==> src/sv/qtu_pkg.sv <==
// ----------------------------------------------------------------------------
// qtu_pkg: shared constants and types for the q table update block
// Table geometry, fixed-point widths, register indexes and the command
// bundle that the controller sends to the datapath.
// ----------------------------------------------------------------------------
`default_nettype none

package qtu_pkg;

    // table geometry
    localparam int NUM_STATES  = 256;
    localparam int NUM_ACTIONS = 8;
    localparam int DEPTH       = NUM_STATES * NUM_ACTIONS;
    localparam int ST_W        = $clog2(NUM_STATES);
    localparam int ACT_W       = $clog2(NUM_ACTIONS);
    localparam int ADDR_W      = $clog2(DEPTH);
    localparam int CNT_W       = $clog2(NUM_ACTIONS + 1);

    // stream field widths
    localparam int PRIOR_W  = 8;
    localparam int ACTION_W = 3;
    localparam int NEXT_W   = 8;
    localparam int Q_W      = 16;
    localparam int S_TDATA_W = 40;
    localparam int M_TDATA_W = 32;

    // configuration registers
    localparam int CFG_W     = 16;
    localparam int CFG_IDX_W = 1;
    localparam logic [CFG_IDX_W-1:0] CFG_LEARN_RATE = 1'd0;
    localparam logic [CFG_IDX_W-1:0] CFG_DISCOUNT   = 1'd1;
    localparam logic [CFG_W-1:0] LEARN_RATE_RESET = 16'd6554;
    localparam logic [CFG_W-1:0] DISCOUNT_RESET   = 16'd58982;

    // arithmetic widths
    localparam int DM_W    = CFG_W + Q_W + 1;     // discount * max
    localparam int TGT_W   = DM_W + 1;            // bracketed target in Q18.16
    localparam int LO_W    = 17;                  // low split of target
    localparam int HI_W    = TGT_W - LO_W;        // signed high split
    localparam int PLO_W   = CFG_W + LO_W;
    localparam int PHI_W   = CFG_W + 1 + HI_W;
    localparam int PROD_W  = PHI_W + LO_W;
    localparam int SHIFT   = 32;
    localparam int DELTA_W = PROD_W - SHIFT;
    localparam int SUM_W   = DELTA_W + 1;
    localparam logic [PROD_W-1:0] ROUND_HALF = PROD_W'(64'd1 << (SHIFT - 1));
    localparam logic [Q_W-1:0] Q_POS_LIMIT = 16'h7fff;
    localparam logic [Q_W-1:0] Q_NEG_LIMIT = 16'h8000;

    typedef struct packed {
        logic              load;
        logic              rd_en;
        logic              rd_old;
        logic [ACT_W-1:0]  rd_idx;
        logic              max_first;
        logic              max_cmp;
        logic              old_cap;
        logic              mul;
        logic              tgt;
        logic              mlo;
        logic              mhi;
        logic              fin;
        logic              clr;
        logic [ADDR_W-1:0] clr_addr;
    } t_cmd;

endpackage

`default_nettype wire

==> src/sv/qtu_ctrl.sv <==
// ----------------------------------------------------------------------------
// qtu_ctrl: sequencer for the q table update
// Runs the clearing pass, walks the next-state row, then steps the
// arithmetic and the write-back, and owns the stream handshakes.
// ----------------------------------------------------------------------------
`default_nettype none

module qtu_ctrl import qtu_pkg::*; (
    input  wire logic i_clk,
    input  wire logic i_rst_n,
    input  wire logic i_s_valid,
    output logic      o_s_ready,
    output logic      o_m_valid,
    input  wire logic i_m_ready,
    output t_cmd      o_cmd
);

    localparam logic [3:0] ST_CLEAR = 4'd0;
    localparam logic [3:0] ST_IDLE  = 4'd1;
    localparam logic [3:0] ST_READ  = 4'd2;
    localparam logic [3:0] ST_DRAIN = 4'd3;
    localparam logic [3:0] ST_MUL   = 4'd4;
    localparam logic [3:0] ST_TGT   = 4'd5;
    localparam logic [3:0] ST_MLO   = 4'd6;
    localparam logic [3:0] ST_MHI   = 4'd7;
    localparam logic [3:0] ST_FIN   = 4'd8;

    logic [3:0]        r_state, n_state;
    logic [CNT_W-1:0]  r_cnt, n_cnt;
    logic [ADDR_W-1:0] r_clr, n_clr;
    logic              r_ovalid, n_ovalid;
    t_cmd              w_cmd;

    always_comb begin
        n_state  = r_state;
        n_cnt    = r_cnt;
        n_clr    = r_clr;
        n_ovalid = r_ovalid;
        w_cmd    = '0;
        // output register drains independently of the sequence
        if (r_ovalid && i_m_ready) begin
            n_ovalid = 1'b0;
        end
        case (r_state)
            ST_CLEAR: begin
                w_cmd.clr      = 1'b1;
                w_cmd.clr_addr = r_clr;
                n_clr          = r_clr + 1'b1;
                if (r_clr == ADDR_W'(DEPTH - 1)) begin
                    n_state = ST_IDLE;
                end
            end
            ST_IDLE: begin
                if (i_s_valid) begin
                    w_cmd.load = 1'b1;
                    n_cnt      = '0;
                    n_state    = ST_READ;
                end
            end
            ST_READ: begin
                // read data is registered, so it arrives in the cycle after the address
                w_cmd.rd_en     = 1'b1;
                w_cmd.rd_idx    = r_cnt[ACT_W-1:0];
                w_cmd.rd_old    = (r_cnt == CNT_W'(NUM_ACTIONS));
                w_cmd.max_first = (r_cnt == CNT_W'(1));
                w_cmd.max_cmp   = (r_cnt >= CNT_W'(2));
                n_cnt           = r_cnt + 1'b1;
                if (r_cnt == CNT_W'(NUM_ACTIONS)) begin
                    n_state = ST_DRAIN;
                end
            end
            ST_DRAIN: begin
                w_cmd.old_cap = 1'b1;
                n_state       = ST_MUL;
            end
            ST_MUL: begin
                w_cmd.mul = 1'b1;
                n_state   = ST_TGT;
            end
            ST_TGT: begin
                w_cmd.tgt = 1'b1;
                n_state   = ST_MLO;
            end
            ST_MLO: begin
                w_cmd.mlo = 1'b1;
                n_state   = ST_MHI;
            end
            ST_MHI: begin
                w_cmd.mhi = 1'b1;
                n_state   = ST_FIN;
            end
            ST_FIN: begin
                // hold until the output register is free
                if (!r_ovalid || i_m_ready) begin
                    w_cmd.fin = 1'b1;
                    n_ovalid  = 1'b1;
                    n_state   = ST_IDLE;
                end
            end
            default: begin
                n_state = ST_IDLE;
            end
        endcase
    end

    always_ff @(posedge i_clk) begin
        if (!i_rst_n) begin
            r_state  <= ST_CLEAR;
            r_cnt    <= '0;
            r_clr    <= '0;
            r_ovalid <= 1'b0;
        end else begin
            r_state  <= n_state;
            r_cnt    <= n_cnt;
            r_clr    <= n_clr;
            r_ovalid <= n_ovalid;
        end
    end

    assign o_s_ready = (r_state == ST_IDLE);
    assign o_m_valid = r_ovalid;
    assign o_cmd     = w_cmd;

endmodule

`default_nettype wire

==> config.mk <==
export PLATFORM = sky130hd
export DESIGN_NAME = qtu_ctrl
export DESIGN_NICKNAME = d
export VERILOG_FILES = /design/src/sv/qtu_pkg.sv /design/src/sv/qtu_ctrl.sv
export SDC_FILE = /design/constraint.sdc
export NUM_CORES = 1
export LEC_CHECK = 0
export BUFFER_PORTS_ARGS = -buffer_cell sky130_fd_sc_hd__buf_2
export CAP_MARGIN = 20
export CORE_ASPECT_RATIO = 0.6
export CORE_UTILIZATION = 51
export DETAILED_ROUTE_END_ITERATION = 8
export GPL_TIMING_DRIVEN = 0
export PLACE_DENSITY = 0.78
export SLEW_MARGIN = 20
export SYNTH_ARGS = -nofsm -noshare
export SYNTH_HDL_FRONTEND = slang
export SYNTH_SLANG_ARGS = --single-unit
==> constraint.sdc <==
create_clock -name i_clk -period 2.45 [get_ports i_clk]
set_input_delay 0.735 -clock i_clk [delete_from_list [all_inputs] [get_ports i_clk]]
set_output_delay 0.735 -clock i_clk [all_outputs]
set_load 0.005 [all_outputs]
==> run_results.csv <==
group,metric,value,unit
pwr,peakVddDrop,0.000346,V
final_layout,nets,190,
timing,fmax,421,MHz
synth,ys_types,39,
placement,io_buffers,31,
final_layout,stdcell_area,1410,um2
drt,first_pass_iters,4,
worst_setup_path,cp_slowest_cell,"or4b_4",
clock_tree,cts_sinks,20,
timing,worst_pin_slew,0.555,ns
global_route,grt_pass1_vias,949,
clock_tree,cts_tree,"built",
drt,ant_nets,0,
global_route,antenna_found_initial,0,
global_route,grt_overflow_total,0,
worst_setup_path,worstPathRequired,1.71,ns
synth,yosysWarningCount,0,
drt,wire_per_inst,12.3,um
worst_setup_path,startpoint_type,"register",
worst_setup_path,cp.arrival,1.64,ns
clock_tree,hold_buffers,0,
die,num_io_pins,32,
flow_run,drv_cap,0,
drt,via_per_inst,5.34,
global_route,grt_pass1_wl,4210,um
clock_tree,cts.path.max_buffers,2,
status,status,"completed",
timing,hold_viol_final,0,
die,initial_utilization,58.1,%
final_layout,num_antenna_cells,0,
global_route,grt_use_total,23.0,%
clock_tree,clkTransAtPathRegs,0.07,ns
synth,yosys_register_bits,20,
timing,finalCritPeriodShare,97.0,%
placement,place_hpwl,1940,um
global_route,grt_max_degree,20,
pwr,fin_total_pwr,571,uW
pwr,p_per_area,407,nW/um2
final_layout,drive_above_1_share,26.8,%
worst_setup_path,path_cells,"buf_6 -> or4b_4 -> buf_6 -> clkinv_4 -> and3_1 -> buf_2",
pwr,intPower,451,uW
worst_setup_path,r2r_cells,6,
die,die-area,2460,um2
worst_setup_path,cp-end-kind,"primary output",
worst_setup_path,critPathMaxFanout,9,
drt,drc,0,
drt,num_vias,1106,
pwr,switching_share,21.0,%
pwr,p_leak,0.000638,uW
final_layout,layout_common_cells,"buf_2, dfxtp_1, nor2_1, and2_1, nand2_1",
timing,setup_ws,0.0729,ns
pwr,pwr-share-clk,36.6,%
clock_tree,clk_latency,0.26,ns
clock_tree,cts_max_level,1,
pwr,pwr-share-comb,4.8,%
pwr,seqPwrFrac,58.5,%
die,die-height,38.8,um
pwr,power_switching,120,uW
timing,fin_hold_ws,0.521,ns
hold_path,hold_depth,2,
timing,fin_worst_skew,0.00608,ns
die,core_area,1980,um2
clock_tree,cts_root_buffer,"clkbuf_8",
final_layout,final_common_cell,"buf_2",
placement,place_ws,0.153,ns
timing,relSlewSlack,62.5,%
synth,synth_area_per_cell,8.00,um2
placement,place_congestion,0.779,
die,die_x,63.4,um
final_layout,stdcell_count,207,
synth,syn_inst,144,
drt,drt-initial-drc-count,58,
worst_setup_path,cp_common_cell,"buf_6",
clock_tree,cts_buffers,3,
synth,syn_nets,153,
die,num_rows,12,
placement,place_area,1340,um2
synth,syn_area,1150,um2
placement,dp_cells,203,
final_layout,syn_to_final_growth,21.9,%
worst_setup_path,slowest_delay,0.46,ns
timing,setup_viol,0,
timing,slew_violations,0,
synth,yosysSeqAreaShare,34.7,%
timing,fin_crit,2.38,ns
hold_path,min_path_type,"reg -> reg",
drt,routed_wl,2540,um
worst_setup_path,crit_type,"reg -> out",
-- synthesized netlist by cell type --
cell       n  area share [%]
or3_1      5             2.7
nand3_1    7             3.0
nand4_1    6             3.3
dfxtp_1   20              35
or2_1      1            0.54
nor3b_1    2             1.3
nor3_1     3             1.3
and2_1    14             7.6
buf_2      1            0.43
clkbuf_4   1            0.65
a221o_1    1            0.87
clkinv_4   1            0.76
nor2b_1    2             1.1
o41ai_1    1            0.76
xor2_1     6             4.6
or2_2      1            0.54
ha_1       5             5.4
a21oi_1    9             3.9
nand3b_1   1            0.65
o21ai_1    2            0.87
nand2b_1   1            0.54
nor4b_1    1            0.76
or4b_1     1            0.87
nand2_1   13             4.2
buf_1      1            0.33
xnor2_1    2             1.5
nor4_2     1             1.1
inv_1      5             1.6
o21ai_0    4             1.7
nor2_1    16             5.2
clkbuf_1   1            0.33
clkinv_1   1            0.33
nor4b_2    1             1.3
buf_6      1            0.98
mux2i_1    1            0.87
o31a_1     1            0.76
buf_4      1            0.65
and3_1     2             1.1
a21oi_2    1            0.76
-- layout make-up --
cell class	instances	area [um2]
Multi-Input combinational cell	111	686
Fill cell	177	577
Sequential cell	20	403
Timing Repair Buffer	33	170
Clock buffer	3	41.3
Buffer	5	38.8
Tap cell	28	35.0
Inverter	7	31.3
-- power by group through the flow --
stage | Clock, uW | Combinational [uW] | Sequential, uW
3_5_place_dp | 0 | 27.6 | 342
4_1_cts | 213 | 27.9 | 334
2_1_floorplan | 0 | 17.1 | 340
6_report | 209 | 27.6 | 334
5_1_grt | 224 | 30.9 | 335
3_3_place_gp | 0 | 27.0 | 341
-- routing by layer --
metal | GRT usage [%] | part of all wire (%)
met2 | 38.8 | 43
met1 | 29.3 | 52
met3 | 7.35 | 4.7
met4 | 4.55 | 0.63
met5 | 0 | 0
-- cells by family (layout without fill, tap and decap cells) --
family                   Yosys count  count (layout)  synth area share (%)
AO/OA/AOI/OAI                     19              19                  9.66
XOR/XNOR                           8               8                  6.08
adder cells (fa/ha/maj)            5               5                  5.43
buffers and inverters             13              48                  6.08
flip-flops                        20              20                  34.7
multiplexers                       1               1                 0.869
AND/OR/NAND/NOR                   78              78                  37.1
-- registers in the layout, indices dropped and copies added (netlist names) --
signal / cells
o_m_valid: 1
r_clr: 11
r_cnt: 4
r_state: 4
-- worst max-delay path, delay by kind of cell (launching register included) --
kind / cells / cell delay, ns
buffers and inverters: 4 / 0.46
AND/OR/NAND/NOR: 2 / 0.60
flip-flops: 1 / 0.33
-- stage by stage --
step                setup TNS, ns  utilization (%)
floorplan                       0                -
global placement                0             67.7
detailed placement              0             67.7
CTS                             0             69.6
global route             -0.00223             70.9
finish                          0             70.9
-- worst paths after layout --
path	endpoint	startpoint	slack, ns
setup reg to reg	r_clr[10]	r_state[0]	0.68
setup / recovery	o_cmd[19]	r_state[1]	0.07
hold reg to reg	r_clr[10]	r_clr[10]	0.52
hold / removal	r_clr[10]	r_clr[10]	0.52
-- timing repair --
item / 4_1_cts / 5_1_grt
setup endpoints to repair: 10 / 2
gates resized for setup: 0 / 5
setup buffers: 0 / 2
Note: power is estimated with default switching activity, not from simulation.
